<file path="config.mk">
export PLATFORM = sky130hd
export DESIGN_NAME = nmea_ram
export DESIGN_NICKNAME = d
export VERILOG_FILES = /design/src/nmea_ram.sv
export SDC_FILE = /design/constraint.sdc
export NUM_CORES = 2
export LEC_CHECK = 0
export BUFFER_PORTS_ARGS = -buffer_cell sky130_fd_sc_hd__buf_4
export CAP_MARGIN = 20
export CORE_UTILIZATION = 57
export CTS_CLUSTER_SIZE = 30
export DETAILED_ROUTE_END_ITERATION = 6
export PLACE_DENSITY = 0.84
export SYNTH_ARGS = -nofsm -noshare
export SYNTH_HDL_FRONTEND = slang
export SYNTH_SLANG_ARGS = --single-unit
</file>
<file path="constraint.sdc">
create_clock -name clock -period 2.8 [get_ports clock]
set_input_delay 0.84 -clock clock [delete_from_list [all_inputs] [get_ports clock]]
set_output_delay 0.84 -clock clock [all_outputs]
set_load 0.005 [all_outputs]
</file>
<file path="src/nmea_ram.sv">
// Generic single-write, single-read RAM with a registered read port.
module nmea_ram #(
   parameter int WIDTH = 8,
   parameter int DEPTH = 512
) (
   input  logic                     clock,
   input  logic                     we,
   input  logic [$clog2(DEPTH)-1:0] waddr,
   input  logic [WIDTH-1:0]         wdata,
   input  logic                     re,
   input  logic [$clog2(DEPTH)-1:0] raddr,
   output logic [WIDTH-1:0]         rdata
);

   logic [WIDTH-1:0] mem_ff [DEPTH];
   logic [WIDTH-1:0] rdata_ff;

   always_ff @(posedge clock) begin
      if (we) begin
         mem_ff[waddr] <= wdata;
      end
      if (re) begin
         rdata_ff <= mem_ff[raddr];
      end
   end

   assign rdata = rdata_ff;

endmodule

</file>
# Word level (Yosys, flattened, before mapping)

Memories as Yosys holds them, arrays and structs flattened. A register that Yosys moved wholly into a read port is not among the register bits.
Cells that the tools add are included.

Flip-flop bits (word level): 0
Bits in writable memories: 4096
Output and inout port bits: 8
Logic and storage cells: 3
Memories kept: 1

Muxes and demuxes: 2

Memories:

| memory | depth | width | read ports | clocked after memory_dff | write ports | line | RTL |
|---|---|---|---|---|---|---|---|
| mem_ff | 512   | 8     | 1          | 1                        | 1           | 15   | `logic [WIDTH-1:0] mem_ff [DEPTH];` |

Operators with widths:

| operator | number |
|---|---|
| $mux W1  | 2 |

# Logic depth before layout (Yosys ltp)

Word-level depth: 2
Mapped depth: 12

# Least setup slack after synthesis

Ideal clock, no wire load.

Kind: in2reg
From: in raddr[0]
To: reg rdata_ff[0] (netlist: rdata[0]) (read register of mem_ff) (data pin)
Library setup time: 0.257 ns
Arrival time: 2.694 ns
Data required time: 2.543 ns
Path slack: -0.151 ns
Cell stages on the path: 10
Path buffers: 4
Cell sequence: buf_4 -> buf_12 -> buf_12 -> buf_2 -> mux4_2 -> o21ai_0 -> nand3_1 -> nand4_1 -> o21ai_0 -> o2111a_1

RTL lines:

| item            | line | RTL |
|---|---|---|
| start, declared | 11   | `input logic [$clog2(DEPTH)-1:0] raddr,` |
| end, declared   | 16   | `logic [WIDTH-1:0] rdata_ff;` |

==> out/metrics.yaml <==
status:
  violations: "design-rule violations, negative setup slack"
  outcome: "complete, but fails checks"
worst_hold_path:
  hp-class: "input pin to flip-flop"
  min_path_cells: 1
yosys:
  synth.avg_cell_area_um2: 19.9
  syn_nets: 8059
  yosysSeqAreaShare_pct: 77.0
  synth_area_leaders: "edfxtp_1 77%, mux4_2 9.2%, mux2i_1 5.0%"
  ys_types: 50
  ys_seq_elements: 4104
  yosys_warnings: 0
  synth_area_um2: 160000
  syn_inst: 8030
  async_flop_share_pct: 0
  synth_top_family_by_area: "multiplexers"
  synthAdderAreaFrac_pct: 0
  synthMuxAreaShare_pct: 14.2
  synth_compound_area_share_pct: 4.31
  synth_ff_type: "edfxtp_1"
  synth_top_area_share_pct: 77.0
  synth_edf_count: 4104
  yosysTopAreaCell: "edfxtp_1"
  synthSimpleGateAreaFrac_pct: 2.63
  synthXorXnorAreaFrac_pct: 0
timing:
  tightestPinTransition_ps: 1110
  fin_ws_ps: -180
  fin_crit_sh_pct: 106
  finalClockSkew_ps: 37.6
  max_freq_mhz: 336
  setup_viol: 7
  fin_crit_ps: 2980
  slew_headroom_pct: 25.5
  finalHoldViolCount: 0
  rsz0062_at_grt: "true"
  hold_slack_ps: 289
  slew_violations: 0
  fin_setup_tns_ps: -523
clocking:
  root_buffer: "clkbuf_16"
  cts_hold_buf: 0
  clk_path_buf_depth: 4
  cts.sinks: 4104
  clkTransAtPathRegs_ps: 60
  clkLatencyLatePin_ps: 910
  cts_tree: "done"
  htreeDepth: 5
  numCtsBuffers: 377
die:
  design.core.area_um2: 279000
  fp-row-count: 194
  io-pin-count: 37
  die_w_um: 532
  die_area_um2: 283000
  start_util_pct: 57.3
  die-height_um: 532
place:
  dp_worst_setup_slack_ps: -1450
  dp_hpwl_um: 278000
  port-buffer-count: 36
  gp_congestion: 0.975
global_route:
  grt_pass1_vias: 94100
  grt_pass1_wl_um: 659000
  antenna_found_initial: 24
  grt_usage_pct: 32.4
  grt_max_degree: 115
  overflow: 0
pwr:
  p_per_area_nw_per_um2: 670
  intPower_mw: 98.8
  comb_power_share_pct: 5.9
  peakVddDrop_mv: 0.643
  switching_share_pct: 21.7
  power_frac_seq_pct: 53.7
  p_leak_nw: 62.6
  clock_power_share_pct: 40.4
  p_sw_mw: 27.4
setup_path:
  cp_max_fo: 20
  required_ps: 3580
  crit_type: "input pin to flip-flop"
  crit_path_start_kind: "input pin"
  endpoint_kind: "flip-flop"
  r2r_cells: 8
  arrival_ps: 3760
finish:
  area_delta_synth_final_pct: 17.6
  drive_gt1_share_pct: 28.6
  fin_nets: 9422
  fillers: 15800
detailed_routing:
  drt_pre_antenna_iters: 7
  drt_first_iter_violations: 16600
  via_per_inst: 6.97
  wl_um: 471000
  wire_per_inst_um: 35.1
  vias: 93600
  drc: 22
  drtAntennaViolNets: 0
flow_run:
  drv_cap: 0
## placed cells by master, fill, tap and decap left out, types with 7 or more instances in the layout
master / Yosys / routed
o221ai_2: 1 / 35
buf_12: 5 / 190
diode_2: 0 / 20
and2_1: 20 / 20
nand4_1: 32 / 32
edfxtp_1: 4104 / 4104
o221ai_1: 371 / 337
o22ai_1: 163 / 161
o21ai_1: 1 / 12
nor3_1: 109 / 104
nand2_1: 111 / 97
clkbuf_16: 0 / 386
o31ai_1: 13 / 11
buf_6: 64 / 9
nand2_4: 0 / 9
buf_8: 11 / 12
o2111a_1: 8 / 8
a22oi_1: 61 / 61
inv_6: 0 / 10
nand3_1: 36 / 32
clkinvlp_4: 0 / 7
clkinv_2: 0 / 57
o21ai_0: 118 / 100
bufinv_16: 0 / 37
nor4_2: 0 / 18
mux4_2: 654 / 654
mux2i_1: 797 / 793
buf_4: 70 / 1274
nor3b_1: 8 / 7
a211oi_1: 17 / 16
nor4_1: 36 / 15
clkbuf_1: 265 / 75
clkinv_1: 0 / 84
a21oi_1: 194 / 192
nor2_1: 597 / 594
## stage by stage
stage                     instances  power (mW)  instance area (um2)  util [%]
after global routing          13400         128               188000      67.4
after global placement        12700        75.7               176000      62.9
final                         13400         126               188000      67.4
after detailed placement      12700        75.9               176000      62.9
after floorplan                8030        72.2               160000         -
after CTS                     13400         126               188000      67.2
## what timing repair did
item	CTS	global route
gates cloned	1	5
setup endpoints to repair	8	8
resized for setup	47	81
setup buffers	0	8
pin swaps	3	8
## Yosys cell counts (3+ instances only)
cell and number:
edfxtp_1 4104, mux2i_1 797, mux4_2 654, nor2_1 597, o221ai_1 371, clkbuf_1 265, a21oi_1 194, o22ai_1 163
o21ai_0 118, nand2_1 111, nor3_1 109, buf_4 70, buf_6 64, a22oi_1 61, buf_2 57, buf_1 41
nand3_1 36, nor4_1 36, nand4_1 32, and2_1 20, a211oi_1 17, o31ai_1 13, buf_8 11, nor3b_1 8
o2111a_1 8, o41ai_1 7, nor2b_1 6, or3_1 6, a22o_1 5, buf_12 5, o311ai_0 5, and3_1 4
and3b_1 4, nand2b_1 4, or2_2 4, a2111oi_0 3, o22a_1 3
## power by group through the flow
stage / combinational (mW) / sequential [mW] / clock [mW]
finish: 7.50 / 67.7 / 51.0
global route: 7.56 / 67.7 / 53.0
CTS: 7.13 / 67.7 / 50.8
detailed placement: 6.92 / 69.0 / 0
global placement: 6.69 / 69.0 / 0
floorplan: 3.23 / 69.0 / 0
## state kept, by name (all words and copies together) (netlist names)
signal and count:
mem_ff 4096, rdata 8
## layout make-up
class | count | area, um2 | area share [%]
Clock inverter | 206 | 2010 | 1.07
Clock buffer | 456 | 9820 | 5.21
Inverter | 3 | 18.8 | 0.00997
Tap cell | 3724 | 4660 | 2.48
Sequential cell | 4104 | 123000 | 65.5
Antenna cell | 20 | 50.0 | 0.0266
Timing Repair Buffer | 1497 | 14000 | 7.41
Multi-Input combinational cell | 3410 | 34500 | 18.3
## path summary, 6_finish.rpt
check	start	endpoint	slack, ps
min reg2reg	mem_ff[319][4]	rdata[4]	1330
min	re	rdata[7]	290
max	raddr[1]	rdata[7]	-180
max reg2reg	mem_ff[158][5]	rdata[5]	110
## metal layers
layer / vias to the layer above / global-route usage, % / routed length, um
li1: 36100 / - / -
met4: 14 / 20.3 / 34500
met2: 8912 / 51.3 / 223000
met3: 1970 / 8.40 / 67400
met5: - / 0 / 81
met1: 46600 / 40.1 / 146000
## cells by family (layout without fill, tap and decap cells)
| logic type | Yosys count | in the layout |
|---|---|---|
| DFF | 4104 | 4104 |
| other | 0 | 20 |
| muxes | 1451 | 1451 |
| and+or+nand+nor | 980 | 980 |
| buffers and inverters | 516 | 2162 |
| AOI/OAI and AO/OA | 979 | 979 |
## critical path: stages
cell and delay (ps):
buf_8 150, buf_4 230, buf_12 240, buf_12 220, mux4_2 220, mux2i_1 80, nor2_1 450, nor3_1 200
buf_4 190, o41ai_1 460, buf_4 250, o2111a_1 180
(Power assumes the default switching activity.)
