==> src/nmea_pkg.sv <==
// Shared constants, types and helper functions of the NMEA sentence parser.
package nmea_pkg;

   localparam int FIELDS      = 32;
   localparam int FIELD_CHARS = 16;
   localparam int STORE_DEPTH = FIELDS * FIELD_CHARS;
   localparam int ADDR_W      = $clog2(STORE_DEPTH);
   localparam int FIELD_W     = $clog2(FIELDS);
   localparam int IDX_W       = $clog2(FIELDS + 1);
   localparam int CHAR_W      = $clog2(FIELD_CHARS);
   localparam int QUEUE_DEPTH = 4;
   localparam int QPTR_W      = $clog2(QUEUE_DEPTH);
   localparam int QCNT_W      = $clog2(QUEUE_DEPTH + 1);

   localparam logic [7:0] CH_DOLLAR = 8'h24;
   localparam logic [7:0] CH_COMMA  = 8'h2C;
   localparam logic [7:0] CH_STAR   = 8'h2A;

   typedef enum logic [3:0] {
      PH_HUNT = 4'b0001,
      PH_BODY = 4'b0010,
      PH_CHI  = 4'b0100,
      PH_CLO  = 4'b1000
   } phase_type;

   // One finished result waiting for the response channel.
   typedef struct packed {
      logic       sentence_ok;
      logic       format_error;
      logic       checksum_error;
      logic [5:0] field_count;
      logic [7:0] read_char;
   } result_type;

   // Access to the field store issued by the front end.
   typedef struct packed {
      logic              we;
      logic [ADDR_W-1:0] waddr;
      logic [7:0]        wdata;
      logic              re;
      logic [ADDR_W-1:0] raddr;
   } store_req_type;

   // Letters count on from ten, anything that is not a digit or a letter counts nought.
   function automatic logic [5:0] hex_value(input logic [7:0] c);
      logic [5:0] v;
      v = '0;
      if (c >= 8'h30 && c <= 8'h39) begin
         v = 6'(c - 8'h30);
      end else if (c >= 8'h41 && c <= 8'h5A) begin
         v = 6'(c - 8'h41 + 8'd10);
      end else if (c >= 8'h61 && c <= 8'h7A) begin
         v = 6'(c - 8'h61 + 8'd10);
      end
      return v;
   endfunction

   function automatic logic [ADDR_W-1:0] store_addr(input logic [FIELD_W-1:0] f,
                                                    input logic [CHAR_W-1:0] p);
      return ADDR_W'(int'(f) * FIELD_CHARS + int'(p));
   endfunction

endpackage

==> src/nmea_result_queue.sv <==
// Back end: a short queue of finished results that drives the response channel.
module nmea_result_queue (
   input  logic                        clock,
   input  logic                        reset,
   input  logic                        push,
   input  nmea_pkg::result_type        push_data,
   output logic [nmea_pkg::QCNT_W-1:0] count,
   output logic                        rsp_valid,
   input  logic                        rsp_ready,
   output nmea_pkg::result_type        rsp_data
);
   import nmea_pkg::*;

   result_type         entry_ff [QUEUE_DEPTH];
   logic [QPTR_W-1:0]  wr_ptr_ff, wr_ptr_in;
   logic [QPTR_W-1:0]  rd_ptr_ff, rd_ptr_in;
   logic [QCNT_W-1:0]  count_ff, count_in;
   logic               pop;

   assign rsp_valid = (count_ff != '0);
   assign pop       = rsp_valid && rsp_ready;
   assign rsp_data  = entry_ff[rd_ptr_ff];
   assign count     = count_ff;

   always_comb begin
      wr_ptr_in = push ? QPTR_W'(wr_ptr_ff + 1'b1) : wr_ptr_ff;
      rd_ptr_in = pop  ? QPTR_W'(rd_ptr_ff + 1'b1) : rd_ptr_ff;
      count_in  = count_ff;
      if (push && !pop) begin
         count_in = QCNT_W'(count_ff + 1'b1);
      end else if (pop && !push) begin
         count_in = QCNT_W'(count_ff - 1'b1);
      end
   end

   always_ff @(posedge clock) begin
      if (reset) begin
         wr_ptr_ff <= '0;
         rd_ptr_ff <= '0;
         count_ff  <= '0;
      end else begin
         wr_ptr_ff <= wr_ptr_in;
         rd_ptr_ff <= rd_ptr_in;
         count_ff  <= count_in;
      end
   end

   always_ff @(posedge clock) begin
      if (push) begin
         entry_ff[wr_ptr_ff] <= push_data;
      end
   end

endmodule

==> config.mk <==
export PLATFORM = sky130hd
export DESIGN_NAME = nmea_result_queue
export DESIGN_NICKNAME = d
export VERILOG_FILES = /design/src/nmea_pkg.sv /design/src/nmea_result_queue.sv
export SDC_FILE = /design/constraint.sdc
export NUM_CORES = 1
export LEC_CHECK = 0
export BUFFER_PORTS_ARGS = -buffer_cell sky130_fd_sc_hd__buf_4
export CORE_MARGIN = 2
export CORE_UTILIZATION = 30
export DETAILED_ROUTE_END_ITERATION = 10
export REMOVE_ABC_BUFFERS = 1
export SLEW_MARGIN = 5
export SYNTH_ARGS = -nofsm -noshare
export SYNTH_HDL_FRONTEND = slang
export SYNTH_SLANG_ARGS = --single-unit
==> constraint.sdc <==
create_clock -name clock -period 3.7 [get_ports clock]
set_input_delay 0.185 -clock clock [delete_from_list [all_inputs] [get_ports clock]]
set_output_delay 0.185 -clock clock [all_outputs]
set_load 0.01 [all_outputs]
**Yosys cells after proc, flatten, opt, wreduce, memory -nomap -nowiden**

Memories as Yosys holds them, arrays and structs flattened. A register that Yosys moved wholly into a read port is not among the register bits.
Index checks and enable logic that the tools add are counted.

- Add/subtract/negate cells: 4
- Multiplexer cells: 6
- Reductions and logical operators: 7

Operator list:

| kind | number |
|---|---|
| two-way mux 3 bit | 2 |
| adder 2 x 1 -> 2 bit (second input constant) | 2 |
| two-way mux 2 bit | 2 |
| adder 3 x 1 -> 3 bit (second input constant) | 1 |
| logical AND 1 bit | 3 |
| nonzero test 3 bit | 1 |
| subtractor 3 x 1 -> 3 bit (second input constant) | 1 |
| logical NOT 1 bit | 2 |
| two-way mux 1 bit | 2 |
| nonzero test 2 bit | 1 |

- Register bits: 7
- Memory bits (writable): 68
- Input bits: 21
- Memories: 1

Memory list:

| memory | depth | bits a word | rd ports | clocked after Yosys merged registers in | wr ports | RTL line | RTL |
|---|---|---|---|---|---|---|---|
| entry_ff | 4 | 17 | 1 | 1 | 1 | nmea_result_queue.sv:14 | `result_type entry_ff [QUEUE_DEPTH];` |

**Logic depth before layout (Yosys ltp)**

- Depth in word-level cells: 5
- Gate-level depth with buffers: 7

**Worst setup path after synthesis**

Ideal clock, no wire load.

- Kind: register -> register
- From: register count_ff[0] (netlist: count[0])
- To: register count_ff[2] (netlist: count[2])
- Data arrival time: 1951 ps
- Path slack: 1678 ps
- Cell stages (with the launch flop): 8
- Path buffers: 0
- Clock period less this slack: 2022 ps
- Cells stage by stage: dfxtp_1 -> o31ai_1 -> ha_1 -> inv_1 -> fa_1 -> xor2_1 -> or3_1 -> a21oi_1

- Word-level cells in the longest chain between the ends: 5

Ends and longest elaborated chain:

| what | RTL line | RTL |
|---|---|---|
| from (decl) | nmea_result_queue.sv:17 | `logic [QCNT_W-1:0] count_ff, count_in;` |
| from (signal assigned) | nmea_result_queue.sv:44 | `count_ff <= count_in;` |
| parallel branches: the longest is 5 deep, another holds subtractor 3 x 1 -> 3 bit | -- |  |

Several ways; the timed one is not identified. The select of a mux whose other input is x is not followed.
A chain may end at the register's enable or synchronous reset.

==> flow_metrics.py <==
metrics = {
    "finish": {
        "layout_commonest_cell": "edfxtp_1",
        "area_delta_synth_final_pct": 21.5,
        "antenna_cells": 0,
        "final_cell_mix": "edfxtp_1 (68), buf_4 (42), mux4_2 (10)",
        "stdcell_count": 318,
        "utilization_pct": 37.0,
        "nNetsFinal": 207,
        "drive_gt1_share_pct": 35.7,
    },
    "sta": {
        "report.final.slew_viol_count": 0,
        "fin_setup_tns_ps": 0,
        "timing_hold_violations_final": 0,
        "rsz0062_at_grt": "no",
        "clock.fmax_ghz": 0.418,
        "worstMarginPinSlew_ps": 971,
        "slew_headroom_pct": 35.3,
        "whs_ps": 44.3,
        "min_period_ps": 2390,
        "setup_violations": 0,
        "clock_skew_ps": 5.07,
        "finalCritPeriodShare_pct": 64.7,
    },
    "detailed_routing": {
        "drc": 0,
        "dr.pass1.iters": 4,
        "wl_per_cell_um": 15.2,
        "wl_met1_mm": 2.09,
        "dr_wl_met3_um": 378,
        "final_antenna_net_count": 0,
        "routed_via_density": 4.22,
        "wl_mm": 4.82,
        "routed-via-count": 1343,
        "topRoutingLayerUsed": "met4",
        "wl_met2_mm": 2.29,
        "drt_iter0_drc": 42,
    },
    "flow_run": {
        "cap_violations": 0,
    },
    "placement": {
        "gp_congestion": 0.712,
        "dp_hpwl_mm": 2.97,
        "dp.cells": 302,
        "portBuffers": 41,
    },
    "floorplanning": {
        "io_pins": 42,
        "die_h_um": 103,
        "start_util_pct": 30.5,
        "rows": 36,
        "die-width_um": 103,
        "die-area_um2": 10600,
        "core_um2": 9590,
    },
    "run_status": {
        "status": "completed",
    },
    "clocking": {
        "postCtsResizedCells": 0,
        "cts.clk_slew.worst_paths_ps": 80,
        "cts_max_level": 3,
        "clockBufferDepth": 2,
        "cts_hold_buffers": 0,
        "cts_setup_buffers": 0,
        "clock-root-buffer": "clkbuf_8",
        "numCtsBuffers": 9,
        "clk-insertion-delay-late_ps": 340,
        "clock_sinks": 77,
        "tritoncts": "done",
    },
    "global_route": {
        "grt_first_pass_wirelength_mm": 7.20,
        "grt_pass1_vias": 1358,
        "antenna_found_initial": 0,
        "track_usage_pct": 9.70,
        "grt_max_degree": 18,
        "grt-ovfl-total": 0,
    },
    "worst_hold_path": {
        "min-delay-start": "push_data[3]",
        "hold_class": "input port to flop",
        "hold_depth": 1,
    },
    "synth": {
        "synthTopCellsByArea": "edfxtp_1 (70%), mux4_2 (7.7%), mux4_1 (6.3%), dfxtp_1 (6.2%), ha_1 (2.1%)",
        "synth_area_per_cell_um2": 22.2,
        "synth_seq_cells": 77,
        "syn_inst": 132,
        "syn_area_um2": 2920,
        "synth_top_area_share_pct": 69.8,
        "yosysTopAreaCell": "edfxtp_1",
        "yosysUniqueCellTypes": 21,
        "seq_area_frac_synth_pct": 76.0,
        "ys_warn_count": 0,
    },
    "worst_setup_path": {
        "worstReg2RegStart": "count[1]$_SDFFE_PP0P_",
        "slowest_delay_ps": 860,
        "rr_worst_depth": 7,
        "critPathTopFamily": "flip-flops",
        "end_kind": "output port",
        "crit_type": "flop to output port",
        "critPathMaxFanout": 13,
        "arrival_ps": 2210,
        "worst_path_most_repeated_cell": "buf_4",
        "required_ps": 3510,
        "crit_buf_inv": 2,
        "cp_slowest_cell": "dfxtp_1",
        "cp_num_cells": 3,
        "path_cells": "buf_4, mux4_1, buf_4",
        "cp-start-kind": "flop",
    },
    "pwr": {
        "leakage_nw": 1.23,
        "p_per_area_nw_per_um2": 616,
        "vdd_drop_max_v": 0.000324,
    },
}
power by group:
group,leakage (nW),switching [mW],internal (mW)
Sequential,0.699,0.0829,1.01
Combinational,0.439,0.195,0.294
Clock,0.0939,0.294,0.311
worst reg2reg max path, stage by stage, from the launching register on:
cell     delay (ps)
dfxtp_1         370
o31ai_1         390
ha_1            260
inv_1            60
fa_1            370
xor2_1          180
or3_1           300
a21oi_1         140
layout make-up:
type | count | area, um2
multi-input combinational | 47 | 646
tap | 133 | 166
clock buffer | 10 | 128
timing repair buffer | 42 | 315
clock inverter | 6 | 63.8
fill | 894 | 6040
inverter | 3 | 11.3
sequential | 77 | 2220
registers in the layout (all words and copies together), names as in the netlist, named ones only:
register,count
rd_ptr_ff,2
entry_ff,68
count,3
wr_ptr_ff,2
per-layer routing:
layer,up-vias,track usage [%]
met5,-,0
met4,0,4.31
met3,7,4.07
met2,44,15.1
met1,663,11.8
li1,629,-
stage by stage:
step	worst slack [ps]	power, mW	instance area (um2)
after floorplan	1680	1.37	2880
after global placement	1610	1.61	3360
after detailed placement	1580	1.62	3360
after CTS	1210	2.22	3550
after global routing	1120	2.30	3550
final	1310	2.19	3550
cell usage after synthesis (all sizes together):
cell    number
dfxtp        9
o31ai        1
ha           5
edfxtp      68
xnor2        1
o21ai        1
or3          2
inv          3
clkbuf       1
fa           1
and2         4
buf          4
o311ai       1
xor2         4
mux4        17
a21oi        1
mux2i        2
nor2         7
kinds of logic after synthesis:
group                      share of synthesized area [%]
AOI/OAI and AO/OA                                  0.898
xor gates and xnor gates                            1.50
adders and majority gates                           2.82
buffers and inverters                               1.93
DFF                                                 76.0
muxes                                               14.7
and+or+nand+nor                                     2.18
worst paths after layout:
path | endpoint | slack, ps
worst max-delay path | rsp_data[8] | 1310
worst min-delay path | entry_ff[2][3]$_DFFE_PP_ | 40
worst max register to register | count[2]$_SDFFE_PP0P_ | 1560
worst min register to register | count[2]$_SDFFE_PP0P_ | 550
Note: power is estimated with default switching activity, not from simulation.
