$ cat src/nmea_pkg.sv
// Shared constants, types and helper functions of the NMEA sentence parser.
package nmea_pkg;

   localparam int FIELDS      = 32;
   localparam int FIELD_CHARS = 16;
   localparam int STORE_DEPTH = FIELDS * FIELD_CHARS;
   localparam int ADDR_W      = $clog2(STORE_DEPTH);
   localparam int FIELD_W     = $clog2(FIELDS);
   localparam int IDX_W       = $clog2(FIELDS + 1);
   localparam int CHAR_W      = $clog2(FIELD_CHARS);
   localparam int QUEUE_DEPTH = 4;
   localparam int QPTR_W      = $clog2(QUEUE_DEPTH);
   localparam int QCNT_W      = $clog2(QUEUE_DEPTH + 1);

   localparam logic [7:0] CH_DOLLAR = 8'h24;
   localparam logic [7:0] CH_COMMA  = 8'h2C;
   localparam logic [7:0] CH_STAR   = 8'h2A;

   typedef enum logic [3:0] {
      PH_HUNT = 4'b0001,
      PH_BODY = 4'b0010,
      PH_CHI  = 4'b0100,
      PH_CLO  = 4'b1000
   } phase_type;

   // One finished result waiting for the response channel.
   typedef struct packed {
      logic       sentence_ok;
      logic       format_error;
      logic       checksum_error;
      logic [5:0] field_count;
      logic [7:0] read_char;
   } result_type;

   // Access to the field store issued by the front end.
   typedef struct packed {
      logic              we;
      logic [ADDR_W-1:0] waddr;
      logic [7:0]        wdata;
      logic              re;
      logic [ADDR_W-1:0] raddr;
   } store_req_type;

   // Letters count on from ten, anything that is not a digit or a letter counts nought.
   function automatic logic [5:0] hex_value(input logic [7:0] c);
      logic [5:0] v;
      v = '0;
      if (c >= 8'h30 && c <= 8'h39) begin
         v = 6'(c - 8'h30);
      end else if (c >= 8'h41 && c <= 8'h5A) begin
         v = 6'(c - 8'h41 + 8'd10);
      end else if (c >= 8'h61 && c <= 8'h7A) begin
         v = 6'(c - 8'h61 + 8'd10);
      end
      return v;
   endfunction

   function automatic logic [ADDR_W-1:0] store_addr(input logic [FIELD_W-1:0] f,
                                                    input logic [CHAR_W-1:0] p);
      return ADDR_W'(int'(f) * FIELD_CHARS + int'(p));
   endfunction

endpackage

$ cat src/nmea_front.sv
// Front end: accepts requests, runs the sentence state machine and drives the field store.
module nmea_front (
   input  logic                    clock,
   input  logic                    reset,
   input  logic                    req_valid,
   output logic                    req_ready,
   input  logic                    req_mode,
   input  logic [7:0]              req_rx_char,
   input  logic [4:0]              req_read_field,
   input  logic [3:0]              req_read_pos,
   input  logic [nmea_pkg::QCNT_W-1:0] q_count,
   output nmea_pkg::store_req_type store_req,
   input  logic [7:0]              store_rdata,
   output logic                    push,
   output nmea_pkg::result_type    push_data
);
   import nmea_pkg::*;

   phase_type          phase_ff, phase_in;
   logic [7:0]         xor_ff, xor_in;
   logic [IDX_W-1:0]   idx_ff, idx_in;
   logic [CHAR_W-1:0]  cnt_ff, cnt_in;
   logic [9:0]         check_ff, check_in;
   logic               clear_ff, clear_in;
   logic [ADDR_W-1:0]  clr_addr_ff, clr_addr_in;

   logic               s1_valid_ff;
   logic               s1_ok_ff, s1_ferr_ff, s1_cerr_ff;
   logic [5:0]         s1_count_ff;
   logic               s1_rd_ff;
   logic               ok, ferr, cerr, rd_hit;
   logic               accept;
   logic [5:0]         hexv;
   store_req_type      sreq;

   // Room is reserved for the result still in the read stage.
   assign req_ready = !clear_ff &&
                      (int'(q_count) + int'(s1_valid_ff) < QUEUE_DEPTH);
   assign accept    = req_valid && req_ready;
   assign hexv      = hex_value(req_rx_char);

   always_comb begin
      phase_in    = phase_ff;
      xor_in      = xor_ff;
      idx_in      = idx_ff;
      cnt_in      = cnt_ff;
      check_in    = check_ff;
      clear_in    = clear_ff;
      clr_addr_in = clr_addr_ff;
      ok          = 1'b0;
      ferr        = 1'b0;
      cerr        = 1'b0;
      rd_hit      = 1'b0;
      sreq        = '0;

      if (clear_ff) begin
         sreq.we     = 1'b1;
         sreq.waddr  = clr_addr_ff;
         sreq.wdata  = '0;
         clr_addr_in = ADDR_W'(clr_addr_ff + 1'b1);
         if (int'(clr_addr_ff) == STORE_DEPTH - 1) begin
            clear_in = 1'b0;
         end
      end else if (accept && req_mode) begin
         if (int'(req_read_field) < FIELDS && int'(req_read_pos) < FIELD_CHARS) begin
            rd_hit     = 1'b1;
            sreq.re    = 1'b1;
            sreq.raddr = store_addr(FIELD_W'(req_read_field), CHAR_W'(req_read_pos));
         end
      end else if (accept) begin
         unique case (phase_ff)
            PH_HUNT: begin
               if (req_rx_char == CH_DOLLAR) begin
                  xor_in   = CH_STAR;
                  phase_in = PH_BODY;
                  idx_in   = '0;
                  cnt_in   = '0;
               end
            end
            PH_BODY: begin
               xor_in = xor_ff ^ req_rx_char;
               if (req_rx_char == CH_COMMA || req_rx_char == CH_STAR) begin
                  // A terminator for a field beyond the last slot is dropped.
                  if (int'(idx_ff) < FIELDS) begin
                     sreq.we    = 1'b1;
                     sreq.waddr = store_addr(FIELD_W'(idx_ff), cnt_ff);
                     sreq.wdata = '0;
                     idx_in     = IDX_W'(idx_ff + 1'b1);
                  end
                  if (req_rx_char == CH_COMMA) begin
                     cnt_in = '0;
                  end else begin
                     phase_in = PH_CHI;
                  end
               end else if (int'(idx_ff) < FIELDS && int'(cnt_ff) < FIELD_CHARS - 1) begin
                  sreq.we    = 1'b1;
                  sreq.waddr = store_addr(FIELD_W'(idx_ff), cnt_ff);
                  sreq.wdata = req_rx_char;
                  cnt_in     = CHAR_W'(cnt_ff + 1'b1);
               end else begin
                  ferr     = 1'b1;
                  phase_in = PH_HUNT;
               end
            end
            PH_CHI: begin
               check_in = {hexv, 4'b0000};
               phase_in = PH_CLO;
            end
            PH_CLO: begin
               if ({3'b000, xor_ff} == 11'(check_ff) + 11'(hexv)) begin
                  ok = 1'b1;
               end else begin
                  cerr = 1'b1;
               end
               phase_in = PH_HUNT;
            end
            default: begin
               phase_in = PH_HUNT;
            end
         endcase
      end
   end

   always_ff @(posedge clock) begin
      if (reset) begin
         phase_ff    <= PH_HUNT;
         xor_ff      <= '0;
         idx_ff      <= '0;
         cnt_ff      <= '0;
         check_ff    <= '0;
         clear_ff    <= 1'b1;
         clr_addr_ff <= '0;
         s1_valid_ff <= 1'b0;
      end else begin
         phase_ff    <= phase_in;
         xor_ff      <= xor_in;
         idx_ff      <= idx_in;
         cnt_ff      <= cnt_in;
         check_ff    <= check_in;
         clear_ff    <= clear_in;
         clr_addr_ff <= clr_addr_in;
         s1_valid_ff <= accept;
      end
   end

   always_ff @(posedge clock) begin
      s1_ok_ff    <= ok;
      s1_ferr_ff  <= ferr;
      s1_cerr_ff  <= cerr;
      s1_count_ff <= 6'(idx_in);
      s1_rd_ff    <= rd_hit;
   end

   assign store_req = sreq;
   assign push      = s1_valid_ff;

   always_comb begin
      push_data.sentence_ok    = s1_ok_ff;
      push_data.format_error   = s1_ferr_ff;
      push_data.checksum_error = s1_cerr_ff;
      push_data.field_count    = s1_count_ff;
      push_data.read_char      = s1_rd_ff ? store_rdata : 8'h00;
   end

endmodule

$ cat config.mk
export PLATFORM = sky130hd
export DESIGN_NAME = nmea_front
export DESIGN_NICKNAME = d
export VERILOG_FILES = /design/src/nmea_pkg.sv /design/src/nmea_front.sv
export SDC_FILE = /design/constraint.sdc
export NUM_CORES = 1
export LEC_CHECK = 0
export BUFFER_PORTS_ARGS = -buffer_cell sky130_fd_sc_hd__buf_4
export CORE_MARGIN = 2
export CORE_UTILIZATION = 38
export CTS_CLUSTER_SIZE = 10
export DETAILED_ROUTE_END_ITERATION = 12
export HOLD_SLACK_MARGIN = 0.02
export MAX_ROUTING_LAYER = met4
export PLACE_DENSITY_LB_ADDON = 0.08
export SLEW_MARGIN = 5
export SYNTH_ARGS = -nofsm -noshare
export SYNTH_HDL_FRONTEND = slang
export SYNTH_SLANG_ARGS = --single-unit
$ cat constraint.sdc
create_clock -name clock -period 5.53 [get_ports clock]
set_input_delay 1.659 -clock clock [delete_from_list [all_inputs] [get_ports clock]]
set_output_delay 1.659 -clock clock [all_outputs]
set_load 0.03 [all_outputs]
### Word level (Yosys, flattened, before mapping)

Cells that the tools add are included.
W data, S select, Z words.

| storage, ports and cells | value |
|---|---|
| flip-flop bits (word level) | 49 |
| bits of input ports | 32 |
| output and inout port bits | 47 |
| logic and storage cells | 108 |

| cells by class | value |
|---|---|
| add/subtract/negate cells | 12 |
| magnitude comparators | 9 |
| eq/ne operators | 14 |
| muxes and demuxes | 38 |
| bitwise operators | 6 |
| reductions and logical operators | 16 |

Operator list:

| operator | number |
|---|---|
| $mux W18 | 7 |
| $mux W6 | 9 |
| $mux W4 | 8 |
| $eq A8 B6 Y1 const B | 3 |
| $mux W10 | 2 |
| $add A9 B4 Y9 | 2 |
| $ge A8 B7 Y1 const B | 2 |
| $le A8 B7 Y1 const B | 2 |
| $mux W8 | 2 |
| $pmux W8 S2 | 1 |
| $add A6 B4 Y6 const B | 2 |
| $ne A3 B3 Y1 const B | 4 |
| $pmux W4 S3 | 1 |
| $pmux W6 S2 | 1 |
| $sub A6 B6 Y6 const B | 2 |
| $add A10 B6 Y11 | 1 |
| $eq A8 B11 Y1 | 1 |
| $add A9 B1 Y9 const B | 1 |
| $eq A9 B1 Y1 const B | 1 |
| $ge A8 B6 Y1 const B | 1 |
| $le A8 B6 Y1 const B | 1 |
| $pmux W4 S2 | 1 |
| $xor A8 B8 Y8 | 1 |
| $logic_and A1 B1 Y1 | 7 |
| other kinds (23) | 32 |

### Depth between registers and ports, before layout

Gate-level depths: netlist of the first run.

| logic depth | value |
|---|---|
| word-level depth | 8 |
| mapped depth | 17 |
| gate-level depth less buffers | 17 |

### Least setup slack after synthesis of the first run

No wires, ideal clock.

| timing path | value |
|---|---|
| path kind | in2out |
| start point | in req_rx_char[0] |
| end point | out store_req[10] (netlist name) |
| arrival | 3.467 ns |
| data required time | 3.871 ns |
| setup slack | 0.404 ns |
| stages | 8 |
| buffers on the path | 1 |
| cell sequence | inv_1 -> ha_1 -> nand4b_1 -> nor3_1 -> or2_2 -> clkbuf_1 -> nand2b_1 -> nor3_1 |

RTL lines:

| what | line | text |
|---|---|---|
| start, declared | nmea_front.sv:8 | `input logic [7:0] req_rx_char,` |
| end, declared | nmea_front.sv:12 | `output nmea_pkg::store_req_type store_req,` |

==> flow_summary.ini, run 1 <==
[run_status]
outcome = completed

[drt]
drt-pass1-iter-count = 4
vias = 2975
drt_iter0_markers = 130
wl_per_cell_um = 14.84
via_per_inst = 5.341
post-route-drc-count = 0
wl_um = 8264
ant_nets = 0

[floorplanning]
core-area_sq_um = 8134
dieArea_sq_um = 9063
ios = 79
start_util_pct = 38.86
die_h_um = 95.20
rows = 33
die_w_um = 95.20

[worst_hold_path]
min_path_cells = 2
min_path_type = reg2reg
min_from = xor_ff[2]
min_to = xor_ff[2]

[final_layout]
drive_above_1_share_pct = 24.78
n_antenna_cell = 0
area_delta_synth_final_pct = 23.16
final_nets = 500
fin_util_pct = 47.85
fin_area_sq_um = 3892

[worst_setup_path]
crit_start = req_rx_char[4]
reg2regPathDepth = 7
start_kind = input port
crit_arrival_ns = 3.64
rr_startpoint = cnt_ff[0]
end_kind = output port
rrSetupSlack_ns = 3.20
r2r-end = phase_ff[1]
worst-setup-path-type = in2out
critPathRequiredTime_ns = 3.87
path_max_fanout = 9

[power]
power.density_nw_per_um2 = 167.7
finalPower_mw = 0.6528
vdd_drop_max_mv = 0.1102
leakagePower_nw = 1.591

[yosys]
yosysMostFrequentCell = dfxtp_1
synth_seq_cells = 49
synth_cell_types = 64
yosys_warnings = 0
netlist_instances = 378
yosys-top-cells-area = dfxtp_1 31%, ha_1 6.3%, nor2_1 5.0%, and2_1 4.4%, a21oi_1 4.0%
syn_area_sq_um = 3161
synth_top_family_by_area = simple AND/OR/NAND/NOR gates
yosys.area.top_type = dfxtp_1
async_flop_share_pct = 0
yosysTopAreaCellShare_pct = 31.04
synth_edf_count = 0
synth_xor_xnor_area_share_pct = 3.325
synth_commonest_cells = 49 x dfxtp_1, 42 x nor2_1, 25 x a21oi_1
synth_compound_area_share_pct = 18.96
synth_simple_gate_area_share_pct = 31.63
avgSynthCellArea_sq_um = 8.361
muxShareOfSynthArea_pct = 2.573
ys_dominant_reg_cell = dfxtp_1
ys_seq_area_share_pct = 31.04
synthAdderAreaFrac_pct = 6.968
synth_nets = 427

[timing]
worstMarginPinSlew_ns = 0.7257
rsz0062_at_grt = false
fmax_mhz = 188.6
skew_ns = 0.01069
period_share_pct = 95.87
period_minus_slack_ns = 5.302
setup-tns-final_ns = 0
slew_headroom_pct = 51.55
setup_viol = 0
hold_viol = 0
finalMaxSlewViolations = 0

[global_routing]
top_usage_layer = met2
use_met3_pct = 2.609
met1_usage_pct = 27.90
grt_antenna_before_repair = 0
use_met2_pct = 29.81
overflow = 0
grt_pass1_wl_um = 13790
grt_pass1_vias = 2737
grt.total_usage_pct = 19.75
grt_max_degree = 40

[placement]
gp_congestion = 0.8169
dp_hpwl_um = 6268
io_buffers = 78
placed_area_sq_um = 3801

[clock_tree]
clockBufferDepth = 2
ctsHoldBuffers = 0
cts_sinks = 49
cts_buffers = 5
postCtsSetupRepairBufs = 0
root_buffer = clkbuf_8
post_cts_resize_count = 0
htreeDepth = 2
cts.reportedPaths.clkPinSlew_ns = 0.09
cts_tree = done
clk_latency_ns = 0.30

[job]
maxCapViolations = 0
## worst max-delay path, cell delays in order
cell and delay [ns]:
buf_4 0.13, inv_1 0.16, ha_1 0.24, nand4bb_1 0.19
a211o_1 0.38, nor2_4 0.13, nor2_1 0.07, nor2_2 0.33
a22o_1 0.20, buf_4 0.16
## cell families (layout without fill, tap and decap cells)
| logic type | Yosys count | after routing |
|---|---|---|
| XOR/XNOR | 12 | 12 |
| multiplexers | 8 | 8 |
| AO/OA/AOI/OAI | 89 | 89 |
| AND/OR/NAND/NOR | 171 | 171 |
| buffers and inverters | 32 | 106 |
| adder cells (fa/ha/maj) | 17 | 17 |
| flip-flops | 49 | 49 |
## flip-flops by register name, summed over array words and instances (netlist names), 4 cells and up
signal	cells
idx_ff	6
clr_addr_ff	9
s1_count_ff	6
cnt_ff	4
phase_ff	4
check_ff	6
xor_ff	8
## per-stage QoR
step | setup WS [ns] | hold WS [ns] | std cells
after floorplan | 0.4043 | 0.4570 | 378
after global placement | 0.2027 | 0.4864 | 549
after detailed placement | 0.2319 | 0.4926 | 549
after CTS | 0.2214 | 0.5077 | 557
after global routing | 0.04744 | 0.5208 | 557
final | 0.2285 | 0.5086 | 557
## per-layer routing
layer	share of wire, %	vias to the layer above
li1	-	1502
met1	48	1387
met2	45	81
met3	5.8	5
met4	0.79	0
met5	0	-
## where the power goes
group	internal, mW	total (mW)	switching [mW]
clock	0.0900	0.218	0.127
combinational	0.0364	0.0785	0.0421
sequential	0.355	0.357	0.00225
## worst max path at each step
stage | cells past startpoint | slack [ns] | to
after floorplan | 8 | 0.40 | store_req[10]
after global placement | 10 | 0.20 | store_req[25]
after detailed placement | 10 | 0.23 | store_req[25]
after CTS | 10 | 0.22 | store_req[25]
after global routing | 10 | 0.05 | store_req[26]
final | 10 | 0.23 | store_req[25]
## area by class of cell
cell class / count / area, sq um
fill: 819 / 4242
clock inverter: 3 / 22.52
tap: 105 / 131.4
inverter: 14 / 52.55
clock buffer: 5 / 68.82
multi-input combinational: 297 / 2006
timing repair buffer: 84 / 630.6
sequential: 49 / 980.9
## cell usage in the layout (no fill, tap or decap), drive strengths merged, types with 3 or more instances in the layout
cell type,instances
a31oi,5
or3,5
clkbuf,5
nor3,17
a21o,4
nand3b,5
nand2b,5
and3,3
buf,84
a311oi,3
a22o,13
xor2,5
ha,16
inv,14
nand3,11
mux2i,7
nand4,5
xnor2,7
dfxtp,49
o21ai,18
nand4b,3
nor3b,3
a21oi,25
nor2b,11
nand2,20
a211oi,4
and2,22
or2,3
nor2,46
clkinv,3
Note: power is estimated with default switching activity, not from simulation.
==> inputs of run 2 (changes only) <==
--- a/config.mk
+++ b/config.mk
@@ -7,13 +7,13 @@
 export LEC_CHECK = 0
 export BUFFER_PORTS_ARGS = -buffer_cell sky130_fd_sc_hd__buf_4
 export CORE_MARGIN = 2
-export CORE_UTILIZATION = 38
+export CORE_UTILIZATION = 25
 export CTS_CLUSTER_SIZE = 10
 export DETAILED_ROUTE_END_ITERATION = 12
 export HOLD_SLACK_MARGIN = 0.02
 export MAX_ROUTING_LAYER = met4
 export PLACE_DENSITY_LB_ADDON = 0.08
-export SLEW_MARGIN = 5
+export SLEW_MARGIN = 40
 export SYNTH_ARGS = -nofsm -noshare
 export SYNTH_HDL_FRONTEND = slang
 export SYNTH_SLANG_ARGS = --single-unit
==> flow_summary.ini, run 2 (same netlist as run 1, synthesis figures left out) <==
[timing]
worstMarginPinSlew_ns = 0.7606
setup_viol = 0
setup-tns-final_ns = 0
finalMaxSlewViolations = 0
hold_viol = 0
skew_ns = 0.008546
period_minus_slack_ns = 5.328
period_share_pct = 96.34
slew_headroom_pct = 49.22
rsz0062_at_grt = false
fmax_mhz = 187.7

[floorplanning]
die_w_um = 116.4
rows = 41
die_h_um = 116.4
dieArea_sq_um = 13560
start_util_pct = 25.35
core-area_sq_um = 12470
ios = 79

[final_layout]
n_antenna_cell = 0
drive_above_1_share_pct = 25.44
reg_top3 = clr_addr_ff x9, xor_ff x8
layout_common_cells = 88 x buf_4, 49 x dfxtp_1, 42 x nor2_1
seq_area_sq_um = 980.9
fin_util_pct = 32.76
area_delta_synth_final_pct = 29.22
fin_area_sq_um = 4084
nFillCells = 1328
final_nets = 504
top_register = clr_addr_ff
multiInputGateArea_sq_um = 2006
stdcell_count = 628
largest_reg_flops = 9
final_common_cell = buf_4

[worst_setup_path]
end_kind = output port
critPathRequiredTime_ns = 3.87
cpPeakStageDelay_ns = 0.35
cp_slowest_cell = a211o_1
crit_arrival_ns = 3.67
crit_top_cell = buf_4
cp_top_family = simple AND/OR/NAND/NOR gates
start_kind = input port
worst-setup-path-type = in2out
path_max_fanout = 9
worst-path-buf-inv = 4
cp_cell_sequence = buf_4, inv_1, buf_4, ha_1, nand4b_1, a211o_1, nor2_4, nor2_1, nor2_2, a22o_1, buf_4

[placement]
dp_hpwl_um = 7360
dp_cells = 620
io_buffers = 78
gp_congestion = 0.8045
placed_area_sq_um = 3915

[clock_tree]
cts.reportedPaths.clkPinSlew_ns = 0.07
cts_tree = done
ctsHoldBuffers = 0
post_cts_resize_count = 0
cts_sinks = 49
postCtsSetupRepairBufs = 0
clockBufferDepth = 2
clk_latency_ns = 0.30
htreeDepth = 2
root_buffer = clkbuf_16
cts_buffers = 5

[global_routing]
grt.total_usage_pct = 14.31
grt_pass1_vias = 2679
overflow = 0
grt_pass1_wl_um = 14550
grt_antenna_before_repair = 0
grt_max_degree = 40

[drt]
via_per_inst = 4.772
ant_nets = 0
post-route-drc-count = 0
vias = 2997
wl_um = 9425
drt_iter0_markers = 166
drt-pass1-iter-count = 4
wl_per_cell_um = 15.01

[run_status]
outcome = completed

[job]
maxCapViolations = 0

[worst_hold_path]
min_path_type = reg2reg

[power]
leakagePower_nw = 1.648
vdd_drop_max_mv = 0.1228
power.density_nw_per_um2 = 194.9
finalPower_mw = 0.7958
## run 2: changes by cell type in the layout (fill, tap and decap cells not counted), sizes merged
| cell | previous run | this run |
|---|---|---|
| inv | 14 | 15 |
| bufinv | 0 | 1 |
| clkinv | 3 | 1 |
| buf | 84 | 88 |
## run 2: area by class of cell
type,count,area share (%)
tap,172,5.270
inverter,14,1.287
clock buffer,5,3.064
timing repair buffer,88,16.18
clock inverter,3,1.072
sequential,49,24.02
multi-input combinational,297,49.11
## run 2: stage by stage
stage	hold slack (ns)	worst slack (ns)
finish	0.5051	0.2024
global route	0.5324	0.004034
CTS	0.5097	0.1615
detailed placement	0.4929	0.1668
global placement	0.4841	0.1858
floorplan	0.4570	0.4043
## run 2: routing by layer
layer  global-route usage [%]  up-vias  part of all wire, %
li1                         -     1502                    -
met1                    20.25     1399                   50
met5                        -        -                    0
met2                    21.01       88                   44
met4                    3.968        0                  1.4
met3                    2.387        8                  5.3
## run 2: worst paths after layout
kind,from,endpoint,slack (ns),cells after the start
min,xor_ff[4],xor_ff[4],0.51,2
max reg2reg,clear_ff,idx_ff[1],3.05,7
min reg2reg,xor_ff[4],xor_ff[4],0.51,2
max,req_rx_char[1],store_req[20],0.20,11
## run 2: tightest hold or removal path, cell delays in order (launching register included)
cell     delay (ns)
dfxtp_1        0.33
o21ai_0        0.07
a21oi_1        0.06
## run 2: power breakdown
| part | switching [mW] | internal (mW) | leakage (nW) |
|---|---|---|---|
| Combinational | 0.0451 | 0.0382 | 1.17 |
| Clock | 0.141 | 0.214 | 0.0842 |
| Sequential | 0.00249 | 0.355 | 0.395 |
